### config.mk
export PLATFORM = sky130hd
export DESIGN_NAME = avcc_to_annexb_nal_stream_flat
export DESIGN_NICKNAME = d
export VERILOG_FILES = /design/src/hw/rtl/avcc_anxb_pkg.sv /design/src/hw/rtl/avcc_anxb_pkt_if.sv /design/src/hw/rtl/avcc_anxb_nal_if.sv /design/src/hw/rtl/avcc_anxb_cfg_if.sv /design/src/hw/rtl/avcc_to_annexb_nal_stream.sv /design/src/flat_wrapper.sv
export SDC_FILE = /design/constraint.sdc
export NUM_CORES = 1
export LEC_CHECK = 0
export BUFFER_PORTS_ARGS = -buffer_cell sky130_fd_sc_hd__buf_2
export CAP_MARGIN = 20
export CORE_ASPECT_RATIO = 0.9
export CORE_UTILIZATION = 50
export CTS_CLUSTER_SIZE = 25
export DETAILED_ROUTE_END_ITERATION = 8
export PLACE_DENSITY = 0.67
export SYNTH_ARGS = -nofsm -noshare
export SYNTH_HDL_FRONTEND = slang
export SYNTH_SLANG_ARGS = --single-unit
### constraint.sdc
create_clock -name clk -period 7.82 [get_ports clk]
set_clock_uncertainty 0.2 [all_clocks]
set_input_delay 0.782 -clock clk [delete_from_list [all_inputs] [get_ports clk]]
set_output_delay 0.782 -clock clk [all_outputs]
set_load 0.02 [all_outputs]
### src/hw/rtl/avcc_anxb_pkg.sv
// ----------------------------------------------------------------------------
// avcc_anxb_pkg: shared constants and helpers for the length-prefix converter
// Widths of the channel payloads, start-code bytes and saturating counters.
// ----------------------------------------------------------------------------
package avcc_anxb_pkg;

	localparam int unsigned PacketSizeBits = 24;
	localparam int unsigned WrittenBits    = 26;
	localparam int unsigned LenBits        = 32;
	localparam int unsigned NlsBits        = 3;
	localparam int unsigned ByteBits       = 8;
	localparam int unsigned BeatCntBits    = 3;

	localparam logic [NlsBits-1:0] NlsReset = 3'd4;
	localparam logic [NlsBits-1:0] NlsMin   = 3'd1;
	localparam logic [NlsBits-1:0] NlsMax   = 3'd4;
	localparam logic [NlsBits-1:0] SeenMax  = 3'd7;

	localparam logic [ByteBits-1:0] StartCodeZero = 8'h00;
	localparam logic [ByteBits-1:0] StartCodeLast = 8'h01;

	localparam logic [BeatCntBits-1:0] SingleBeat     = 3'd1;
	localparam logic [BeatCntBits-1:0] StartCodeBeats = 3'd4;
	localparam logic [BeatCntBits-1:0] NextToLastBeat = 3'd2;

	// A NAL that ends with this many packet bytes or fewer left ends the packet.
	localparam logic [PacketSizeBits-1:0] TailDropMax = PacketSizeBits'(2);

	localparam logic [WrittenBits-1:0] WrittenMax = '1;

	// Saturating add of a small count to the emitted-byte counter.
	function automatic logic [WrittenBits-1:0] sat_add(
		input logic [WrittenBits-1:0] value,
		input logic [BeatCntBits-1:0] inc
	);
		logic [WrittenBits:0] sum;
		sum = {1'b0, value} + (WrittenBits + 1)'(inc);
		return (sum > {1'b0, WrittenMax}) ? WrittenMax : sum[WrittenBits-1:0];
	endfunction

endpackage

### src/hw/rtl/avcc_anxb_pkt_if.sv
// ----------------------------------------------------------------------------
// avcc_anxb_pkt_if: packet byte channel
// One length-prefixed packet byte per beat, with start flag and packet size.
// ----------------------------------------------------------------------------
interface avcc_anxb_pkt_if;
	logic                                      valid;
	logic                                      ready;
	logic [avcc_anxb_pkg::ByteBits-1:0]        data_byte;
	logic                                      packet_start;
	logic [avcc_anxb_pkg::PacketSizeBits-1:0]  packet_size;

	modport source(output valid, data_byte, packet_start, packet_size, input ready);
	modport sink(input valid, data_byte, packet_start, packet_size, output ready);
endinterface

### src/hw/rtl/avcc_anxb_nal_if.sv
// ----------------------------------------------------------------------------
// avcc_anxb_nal_if: converted stream channel
// One start-code or payload byte per beat, with packet end, error and count.
// ----------------------------------------------------------------------------
interface avcc_anxb_nal_if;
	logic                                    valid;
	logic                                    ready;
	logic [avcc_anxb_pkg::ByteBits-1:0]      out_byte;
	logic                                    end_of_packet;
	logic                                    error_flag;
	logic [avcc_anxb_pkg::WrittenBits-1:0]   written_total;

	modport source(output valid, out_byte, end_of_packet, error_flag, written_total,
		input ready);
	modport sink(input valid, out_byte, end_of_packet, error_flag, written_total,
		output ready);
endinterface

### src/hw/rtl/avcc_anxb_cfg_if.sv
// ----------------------------------------------------------------------------
// avcc_anxb_cfg_if: configuration write channel
// Carries the NAL length prefix size register write.
// ----------------------------------------------------------------------------
interface avcc_anxb_cfg_if;
	logic                                valid;
	logic                                ready;
	logic [avcc_anxb_pkg::NlsBits-1:0]   prefix_size;

	modport source(output valid, prefix_size, input ready);
	modport sink(input valid, prefix_size, output ready);
endinterface

### src/hw/rtl/avcc_to_annexb_nal_stream.sv
// ----------------------------------------------------------------------------
// avcc_to_annexb_nal_stream: H.264 length-prefixed to Annex B converter
// Rewrites NAL length prefixes into 00 00 00 01 start codes, byte by byte.
// ----------------------------------------------------------------------------
// The block takes one packet byte per cycle on pkt while nal is ready and no
// start code is pending. A byte flagged with packet_start begins a packet of
// packet_size bytes and restarts conversion. Each NAL length prefix
// (prefix_size bytes, big-endian, 1 to 4; values 0 and 5..7 act as 1 and 4)
// is collected; a valid length produces four beats of start code on nal,
// after which payload bytes pass one for one. An empty packet, a zero length,
// a length past the end of the packet, or a packet that ends inside a prefix
// produces a single error beat (out_byte 0, error_flag and end_of_packet
// set) and the rest of the packet is swallowed. When a NAL ends with two or
// fewer packet bytes left, its last payload beat carries end_of_packet and
// the trailing bytes are dropped. The byte that completes a good prefix holds
// the input, since the single result register drains its four start-code
// beats before the next byte enters. A new byte is taken in the same cycle the
// last pending beat leaves. Results are registered and appear in the cycle
// after the byte that caused them. The configuration register may only be
// written while no packet is in flight; there is no clearing pass after reset.
// ----------------------------------------------------------------------------
module avcc_to_annexb_nal_stream (
	input  logic                    clk,
	input  logic                    arst_n,
	avcc_anxb_pkt_if.sink           pkt,
	avcc_anxb_nal_if.source         nal,
	avcc_anxb_cfg_if.sink           cfg
);

	typedef enum logic [1:0] {
		PH_IDLE,
		PH_PREFIX,
		PH_PAYLOAD,
		PH_DROP
	} phase_t;

	// Converter state.
	phase_t                                        phase_q;
	logic [avcc_anxb_pkg::PacketSizeBits-1:0]      bytes_left_q;
	logic [avcc_anxb_pkg::LenBits-1:0]             len_acc_q;
	logic [avcc_anxb_pkg::NlsBits-1:0]             seen_q;
	logic [avcc_anxb_pkg::LenBits-1:0]             payload_left_q;
	logic [avcc_anxb_pkg::WrittenBits-1:0]         written_q;
	logic [avcc_anxb_pkg::NlsBits-1:0]             nls_q;

	// Result register. For a start code burst, the count holds the beats
	// still to go, including the one on the port.
	logic                                          out_valid_q;
	logic [avcc_anxb_pkg::BeatCntBits-1:0]         out_cnt_q;
	logic                                          out_sc_q;
	logic [avcc_anxb_pkg::ByteBits-1:0]            out_byte_q;
	logic                                          out_eop_q;
	logic                                          out_err_q;
	logic [avcc_anxb_pkg::WrittenBits-1:0]         out_written_q;

	// Next-state and result of the byte on the input.
	phase_t                                        ph_d;
	logic [avcc_anxb_pkg::PacketSizeBits-1:0]      bl_d;
	logic [avcc_anxb_pkg::LenBits-1:0]             acc_d;
	logic [avcc_anxb_pkg::NlsBits-1:0]             seen_d;
	logic [avcc_anxb_pkg::LenBits-1:0]             pl_d;
	logic [avcc_anxb_pkg::WrittenBits-1:0]         bw_d;
	logic [avcc_anxb_pkg::BeatCntBits-1:0]         res_cnt;
	logic                                          res_sc;
	logic [avcc_anxb_pkg::ByteBits-1:0]            res_byte;
	logic                                          res_eop;
	logic                                          res_err;
	logic [avcc_anxb_pkg::WrittenBits-1:0]         res_written;
	logic                                          done;

	logic [avcc_anxb_pkg::NlsBits-1:0]             nls_eff;
	logic                                          take;
	logic                                          last_beat;
	logic                                          accept;

	// Out-of-range register values are clamped to the legal 1..4.
	assign nls_eff = (nls_q < avcc_anxb_pkg::NlsMin) ? avcc_anxb_pkg::NlsMin :
		(nls_q > avcc_anxb_pkg::NlsMax) ? avcc_anxb_pkg::NlsMax : nls_q;

	// The input is free when the result register is empty or its final beat
	// is leaving in this cycle.
	assign take      = nal.valid && nal.ready;
	assign last_beat = (out_cnt_q == avcc_anxb_pkg::SingleBeat);
	assign pkt.ready = !out_valid_q || (take && last_beat);
	assign accept    = pkt.valid && pkt.ready;
	assign cfg.ready = 1'b1;

	assign nal.valid         = out_valid_q;
	assign nal.out_byte      = out_byte_q;
	assign nal.end_of_packet = out_eop_q;
	assign nal.error_flag    = out_err_q;
	assign nal.written_total = out_written_q;

	// One byte of conversion: packet restart, then prefix collection, payload
	// copy or dropping, depending on the phase.
	always_comb begin
		ph_d        = phase_q;
		bl_d        = bytes_left_q;
		acc_d       = len_acc_q;
		seen_d      = seen_q;
		pl_d        = payload_left_q;
		bw_d        = written_q;
		res_cnt     = '0;
		res_sc      = 1'b0;
		res_byte    = avcc_anxb_pkg::StartCodeZero;
		res_eop     = 1'b0;
		res_err     = 1'b0;
		res_written = written_q;
		done        = 1'b0;

		if (pkt.packet_start) begin
			bl_d   = pkt.packet_size;
			bw_d   = '0;
			acc_d  = '0;
			seen_d = '0;
			pl_d   = '0;
			if (pkt.packet_size == '0) begin
				// An empty packet is an error straight away.
				ph_d        = PH_IDLE;
				res_cnt     = avcc_anxb_pkg::SingleBeat;
				res_eop     = 1'b1;
				res_err     = 1'b1;
				res_written = '0;
				done        = 1'b1;
			end else begin
				ph_d = PH_PREFIX;
			end
		end

		if (!done) begin
			if (ph_d == PH_IDLE || bl_d == '0) begin
				ph_d = PH_IDLE;
			end else begin
				bl_d = bl_d - 1'b1;
				unique case (ph_d)
					PH_PREFIX: begin
						acc_d = {acc_d[avcc_anxb_pkg::LenBits-avcc_anxb_pkg::ByteBits-1:0],
							pkt.data_byte};
						if (seen_d != avcc_anxb_pkg::SeenMax) begin
							seen_d = seen_d + 1'b1;
						end
						if (seen_d >= nls_eff) begin
							if (acc_d == '0 || acc_d > avcc_anxb_pkg::LenBits'(bl_d)) begin
								res_cnt     = avcc_anxb_pkg::SingleBeat;
								res_eop     = 1'b1;
								res_err     = 1'b1;
								res_written = bw_d;
								ph_d        = (bl_d != '0) ? PH_DROP : PH_IDLE;
							end else begin
								pl_d        = acc_d;
								ph_d        = PH_PAYLOAD;
								res_cnt     = avcc_anxb_pkg::StartCodeBeats;
								res_sc      = 1'b1;
								res_written = avcc_anxb_pkg::sat_add(bw_d,
									avcc_anxb_pkg::SingleBeat);
								bw_d        = avcc_anxb_pkg::sat_add(bw_d,
									avcc_anxb_pkg::StartCodeBeats);
							end
						end else if (bl_d == '0) begin
							// The packet ended inside a prefix.
							res_cnt     = avcc_anxb_pkg::SingleBeat;
							res_eop     = 1'b1;
							res_err     = 1'b1;
							res_written = bw_d;
							ph_d        = PH_IDLE;
						end
					end
					PH_PAYLOAD: begin
						bw_d = avcc_anxb_pkg::sat_add(bw_d, avcc_anxb_pkg::SingleBeat);
						if (pl_d != '0) begin
							pl_d = pl_d - 1'b1;
						end
						res_cnt     = avcc_anxb_pkg::SingleBeat;
						res_byte    = pkt.data_byte;
						res_written = bw_d;
						if (pl_d == '0) begin
							if (bl_d <= avcc_anxb_pkg::TailDropMax) begin
								res_eop = 1'b1;
								ph_d    = (bl_d != '0) ? PH_DROP : PH_IDLE;
							end else begin
								ph_d   = PH_PREFIX;
								seen_d = '0;
								acc_d  = '0;
							end
						end
					end
					PH_DROP: begin
						if (bl_d == '0) begin
							ph_d = PH_IDLE;
						end
					end
					default: begin
						ph_d = PH_IDLE;
					end
				endcase
			end
		end
	end

	always_ff @(posedge clk or negedge arst_n) begin
		if (!arst_n) begin
			phase_q        <= PH_IDLE;
			bytes_left_q   <= '0;
			len_acc_q      <= '0;
			seen_q         <= '0;
			payload_left_q <= '0;
			written_q      <= '0;
			nls_q          <= avcc_anxb_pkg::NlsReset;
			out_valid_q    <= 1'b0;
			out_cnt_q      <= '0;
			out_sc_q       <= 1'b0;
		end else begin
			if (cfg.valid && cfg.ready) begin
				nls_q <= cfg.prefix_size;
			end
			if (accept) begin
				phase_q        <= ph_d;
				bytes_left_q   <= bl_d;
				len_acc_q      <= acc_d;
				seen_q         <= seen_d;
				payload_left_q <= pl_d;
				written_q      <= bw_d;
				out_valid_q    <= (res_cnt != '0);
				out_cnt_q      <= res_cnt;
				out_sc_q       <= res_sc;
				out_byte_q     <= res_byte;
				out_eop_q      <= res_eop;
				out_err_q      <= res_err;
				out_written_q  <= res_written;
			end else if (take) begin
				if (last_beat) begin
					out_valid_q <= 1'b0;
					out_cnt_q   <= '0;
				end else begin
					// Next start code beat: the final one carries 01.
					out_cnt_q     <= out_cnt_q - 1'b1;
					out_byte_q    <= (out_cnt_q == avcc_anxb_pkg::NextToLastBeat) ?
						avcc_anxb_pkg::StartCodeLast : avcc_anxb_pkg::StartCodeZero;
					out_written_q <= avcc_anxb_pkg::sat_add(out_written_q,
						avcc_anxb_pkg::SingleBeat);
				end
			end
		end
	end

	// A pending result always has at least one beat to go.
	a_cnt_nonzero: assert property (@(posedge clk) disable iff (!arst_n)
		out_valid_q |-> (out_cnt_q != '0))
		else $error("result register valid with no beats left");

	// No new byte enters while start code beats are still queued behind the
	// one on the port.
	a_hold_input: assert property (@(posedge clk) disable iff (!arst_n)
		(out_valid_q && !last_beat) |-> !pkt.ready)
		else $error("input taken while a start code burst is pending");

	// Only single-beat results may carry an error, and an error ends a packet.
	a_err_single: assert property (@(posedge clk) disable iff (!arst_n)
		(out_valid_q && out_err_q) |-> (out_eop_q && last_beat && !out_sc_q))
		else $error("error beat is not a lone end-of-packet beat");

	// An empty packet gives an error beat in the next cycle.
	a_empty_pkt: assert property (@(posedge clk) disable iff (!arst_n)
		(accept && pkt.packet_start && pkt.packet_size == '0) |=>
		(out_valid_q && out_err_q && out_written_q == '0))
		else $error("empty packet did not give an error beat");

	// A start code burst never ends a packet.
	a_sc_no_eop: assert property (@(posedge clk) disable iff (!arst_n)
		(out_valid_q && out_sc_q) |-> !out_eop_q)
		else $error("start code beat marked as end of packet");

endmodule
### src/flat_wrapper.sv
// flat-port wrapper written by rule: the top's interface ports become plain ports
module avcc_to_annexb_nal_stream_flat 
  (clk, arst_n, pkt_valid, pkt_data_byte, pkt_packet_start, pkt_packet_size, pkt_ready, nal_valid, nal_out_byte, nal_end_of_packet, nal_error_flag, nal_written_total, nal_ready, cfg_valid, cfg_prefix_size, cfg_ready);
  avcc_anxb_pkt_if pkt_i ();
  avcc_anxb_nal_if nal_i ();
  avcc_anxb_cfg_if cfg_i ();
  input  logic clk;
  input  logic arst_n;
  input wire logic [$bits(pkt_i.valid)-1:0] pkt_valid;
  input wire logic [$bits(pkt_i.data_byte)-1:0] pkt_data_byte;
  input wire logic [$bits(pkt_i.packet_start)-1:0] pkt_packet_start;
  input wire logic [$bits(pkt_i.packet_size)-1:0] pkt_packet_size;
  output wire logic [$bits(pkt_i.ready)-1:0] pkt_ready;
  output wire logic [$bits(nal_i.valid)-1:0] nal_valid;
  output wire logic [$bits(nal_i.out_byte)-1:0] nal_out_byte;
  output wire logic [$bits(nal_i.end_of_packet)-1:0] nal_end_of_packet;
  output wire logic [$bits(nal_i.error_flag)-1:0] nal_error_flag;
  output wire logic [$bits(nal_i.written_total)-1:0] nal_written_total;
  input wire logic [$bits(nal_i.ready)-1:0] nal_ready;
  input wire logic [$bits(cfg_i.valid)-1:0] cfg_valid;
  input wire logic [$bits(cfg_i.prefix_size)-1:0] cfg_prefix_size;
  output wire logic [$bits(cfg_i.ready)-1:0] cfg_ready;
  assign pkt_i.valid = pkt_valid;
  assign pkt_i.data_byte = pkt_data_byte;
  assign pkt_i.packet_start = pkt_packet_start;
  assign pkt_i.packet_size = pkt_packet_size;
  assign pkt_ready = pkt_i.ready;
  assign nal_valid = nal_i.valid;
  assign nal_out_byte = nal_i.out_byte;
  assign nal_end_of_packet = nal_i.end_of_packet;
  assign nal_error_flag = nal_i.error_flag;
  assign nal_written_total = nal_i.written_total;
  assign nal_i.ready = nal_ready;
  assign cfg_i.valid = cfg_valid;
  assign cfg_i.prefix_size = cfg_prefix_size;
  assign cfg_ready = cfg_i.ready;
  avcc_to_annexb_nal_stream u_core (.clk(clk), .arst_n(arst_n), .pkt(pkt_i), .nal(nal_i), .cfg(cfg_i));
endmodule
* Word level (Yosys, flattened, before mapping) *
Cells that the tools add are included.

cells by class
  eq/ne operators = 7
  reduce and logical (&&, ||, !) cells = 21
  add/subtract/negate cells = 7
  order comparisons = 8
  mux-type cells = 94

operator list
  operator                 number
  $mux W26                 18
  $mux W32                 14
  $pmux W32 S2             2
  $pmux W26 S2             2
  $gt A27 B26 Y1 const B   3
  $logic_not A24 Y1        3
  $mux W24                 3
  $logic_not A32 Y1        2
  $mux W3                  20
  $add A26 B1 Y27 const B  2
  $mux W8                  6
  $gt A32 B24 Y1           1
  $reduce_bool A32 Y1      1
  $sub A32 B1 Y32 const B  1
  $add A26 B3 Y27 const B  1
  $le A24 B2 Y1 const B    1
  $reduce_bool A24 Y1      1
  $sub A24 B1 Y24 const B  1
  $mux W2                  9
  $mux W1                  16
  $pmux W3 S2              2
  $pmux W2 S3              1
  $eq A2 B2 Y1 const B     2
  $reduce_and A2 Y1        2
  other kinds (18)         23

word-level totals
  register bits after elaboration = 162
  input bits = 41
  output and inout port bits = 39

* Depth between registers and ports, before layout *
  word-level depth = 14
  mapped depth = 30
  mapped depth without buffers = 19

* Least setup slack after synthesis *
No wires, ideal clock.

  path kind = input to register
  start point = input pkt_packet_start
  end point = register u_core.out_written_q, in the netlist u_core.nal.written_total[13] (data pin)
  setup time = 0.265 ns
  required time = 7.355 ns
  stages on the path = 27
  slack = 0.204 ns
  data arrival time = 7.150 ns
  cell sequence = buf_2 > buf_2 > buf_4 > buf_2 > buf_2 > buf_2 > buf_1 > clkbuf_1 > buf_1 > mux2_2 > inv_1 > ha_1 > nor4bb_1 > o22ai_1 > a2111oi_2 > o21ai_0 > xnor2_1 > ha_1 > nand2_1 > nor4_1 > o311ai_0 > a21oi_1 > o21ai_1 > a21oi_1 > o21ai_0 > a2111oi_0 > nand2_1

on the way
  cells in the longest elaborated chain, start to end = 12
  elaborated cells between the ends (all ways) = 34

ends and longest elaborated chain
  element                                                                   line                              RTL
  start: declaration                                                        flat_wrapper.sv:11                input wire logic [$bits(pkt_i.packet_start)-1:0] pkt_packet_start;
  parallel branches: the longest is 10 deep, another holds $add A26 B1 Y27  --
  $mux W26 (*)                                                              avcc_to_annexb_nal_stream.sv:130  if (!done) begin
  $mux W26 (*)                                                              avcc_to_annexb_nal_stream.sv:216  if (accept) begin
  end signal: assignment                                                    avcc_to_annexb_nal_stream.sv:229  out_written_q <= res_written;
  end signal: assignment                                                    avcc_to_annexb_nal_stream.sv:239  out_written_q <= avcc_anxb_pkg::sat_add(out_written_q,
  end: declaration                                                          avcc_to_annexb_nal_stream.sv:54   logic [avcc_anxb_pkg::WrittenBits-1:0] out_written_q;

Mark *: on every way between the ends. The select of a mux whose other input is x is not followed.
A chain may end at the register's enable or synchronous reset.

* Final worst setup path *
Ends and elaborated chain as after synthesis.

==> flow_summary.yaml <==
outcome:
  outcome: "completed"
yosys:
  ys_seq_elements: 154
  synth_edf_count: 36
  ys.flop_type: "dfrtp_1"
  syn-cell-area_um2: 15500
  syn_nets: 2168
  synth_top_area_cell: "dfrtp_1"
  netlist.area_leader.share: 0.189
  yosysWarningCount: 0
  syn_area_per_cell_um2: 7.45
  syn-instance-count: 2082
  synth-async-reset-ratio: 0.766
  yosys-top-cells-area: "dfrtp_1 (19%), edfxtp_1 (7.0%), a21oi_1 (6.0%)"
  synth-seq-area-share: 0.260
  synth_cell_type_count: 101
clocking:
  clkLatencyLatePin_ns: 0.47
  h-tree-depth: 4
  post_cts_resized: 0
  cts_buffers: 17
  clkTransAtPathRegs_ns: 0.07
  ctsRootBufferMaster: "clkbuf_16"
  cts.sinks: 154
  cts_hold_buf: 0
  cts.path.max_buffers: 2
  cts_tree: "yes"
  postCtsSetupBuffers: 0
sta:
  hold_violations: 0
  fmax_mhz: 149
  setup_ws_ns: 1.11
  worst_pin_slew_ns: 1.11
  rsz0062_at_grt: "no"
  max_slew_margin: 0.255
  drv_slew: 0
  setup_viol: 0
  min_period_ns: 6.71
  fin_crit_sh: 0.857
  tns_ns: 0
  worst_hold_slack_ns: 0.192
layout:
  syn_to_final_growth_pct: 8.58
  fin_cells: 2495
  nets: 2165
  finalInstanceArea_um2: 16800
  drive_above_1_share: 0.109
  fin_util: 0.558
  antenna_cells: 0
routing:
  ant_nets: 0
  drt_iter0_markers: 2427
  drc: 0
  vias: 17600
  drt-wirelength-per-cell_um: 26.1
  drtPass1Iterations: 7
  wl_um: 65200
  vias_per_cell: 7.07
global_routing:
  grt_pass1_vias: 15700
  antenna_found_initial: 1
  grt_pass1_wl_um: 98700
  grt_max_degree: 104
  grtUsageTotal: 0.406
  overflow: 0
floorplan:
  ios: 80
  core_um2: 30200
  initial_core_util: 0.514
  die_x_um: 188
  row_count: 60
  die-area_um2: 31700
  die_h_um: 169
pwr:
  powerDensity_nw_per_um2: 290
  ir_worst_vdd_mv: 0.194
  power_mw: 4.89
  leakage_nw: 6.59
job:
  maxCapViolations: 0
placed_design:
  port_buffers: 78
  place_inst: 2461
  dp_hpwl_um: 47100
  place_ws_ns: 0.765
  gp_congestion: 1.06
  place_area_um2: 16200
setup_path:
  required_ns: 7.82
  crit_fanout: 24
  worst_setup_path_end_kind: "register"
  crit_type: "input pin to register"
  cp.arrival_ns: 6.71
  worstSetupStartpointType: "input pin"
min_path:
  hp-class: "input pin to async pin"
[logic make-up after synthesis]
logic type | Yosys count | share of synthesized area
flops | 154 | 0.260
other cells | 1 | 0.000242
buf+inv | 212 | 0.0544
fa+ha+maj | 45 | 0.0363
simple gates | 865 | 0.289
mux | 31 | 0.0207
compound gates | 674 | 0.283
xor+xnor | 100 | 0.0564
[cells in the final DEF, fill, tap and decap left out, drive strengths merged, types with 18 or more instances in the layout]
cell and instances:
dfrtp 117, nor4 42, nor2 177, xor2 41
nand4 37, and3 32, a21o 20, or3 22
inv 68, o211ai 19, edfxtp 36, a31oi 25
a22o 18, nand2b 20, mux2i 22, a21oi 186
xnor2 59, ha 45, or2 18, or4 21
o21ai 177, nor2b 36, nand3 59, nor3 77
buf 127, a22oi 31, and2 23, nand2 240
o22ai 28
[sequential cells by signal (all words and copies together), names as in the netlist]
| signal | cells |
|---|---|
| u_core.phase_q | 2 |
| u_core.nal.valid | 1 |
| u_core.nal.out_byte | 8 |
| u_core.nal.error_flag | 1 |
| u_core.written_q | 26 |
| u_core.len_acc_q | 24 |
| u_core.nal.written_total | 26 |
| u_core.nls_q | 3 |
| u_core.nal.end_of_packet | 1 |
| u_core.out_cnt_q | 3 |
| u_core.payload_left_q | 32 |
| u_core.bytes_left_q | 24 |
| u_core.seen_q | 3 |
[metal layers]
layer / track usage / share of wire
met1: 0.613 / 0.44
met5: 0 / 0
met3: 0.0952 / 0.14
met2: 0.570 / 0.40
met4: 0.110 / 0.024
[worst max-delay path, stage by stage]
cell,delay [ns]
buf_6,0.19
mux2_2,0.39
inv_1,0.09
ha_1,0.30
nor4bb_1,0.43
o22ai_1,0.36
a2111oi_2,0.63
o21ai_0,0.29
xnor2_1,0.21
ha_1,0.29
nand2_1,0.06
nor4_1,0.39
o311ai_0,0.25
a21oi_1,0.74
o21ai_1,0.16
buf_4,0.24
a21oi_1,0.20
o21ai_0,0.09
a2111oi_0,0.47
nand2_1,0.09
[where the power goes]
part           internal [mW]  leakage, nW  total, mW  switching (mW)
clock network          0.432        0.293      0.879           0.447
logic                  0.858         4.41       2.54            1.68
registers               1.05         1.89       1.47           0.423
[Yosys cell counts, drive strengths merged, types with 22 or more instances]
library cell / count
a31oi: 25
or3: 22
a21oi: 186
dfrtp: 117
nor2: 177
inv: 61
clkbuf: 114
xor2: 41
xnor2: 59
nand2: 240
nor4: 42
nand3: 59
o22ai: 28
nand4: 37
buf: 35
o21ai: 177
a22oi: 31
nor2b: 36
ha: 45
and3: 32
nor3: 77
edfxtp: 36
and2: 23
mux2i: 22
[final timing paths]
kind	start	to	slack, ns	depth (start not counted)
max reg2reg	u_core.bytes_left_q[1]	u_core.nal.written_total[13]	1.31	19
min reg2reg	u_core.len_acc_q[17]	u_core.len_acc_q[17]	0.30	1
max	pkt_packet_start	u_core.nal.written_total[13]	1.11	20
min in group clk	u_core.len_acc_q[17]	u_core.len_acc_q[17]	0.30	1
min	arst_n	u_core.payload_left_q[31]	0.19	1
max in group asynchronous	arst_n	u_core.seen_q[1]	6.01	3
[area by class of cell]
class / count / area, um^2
clock inverter: 15 / 174
sequential: 154 / 4040
inverter: 63 / 236
clock buffer: 17 / 425
tap: 403 / 504
multi-input combinational: 1716 / 10700
timing repair buffer: 127 / 803
fill: 2918 / 13300
(Power assumes the default switching activity.)
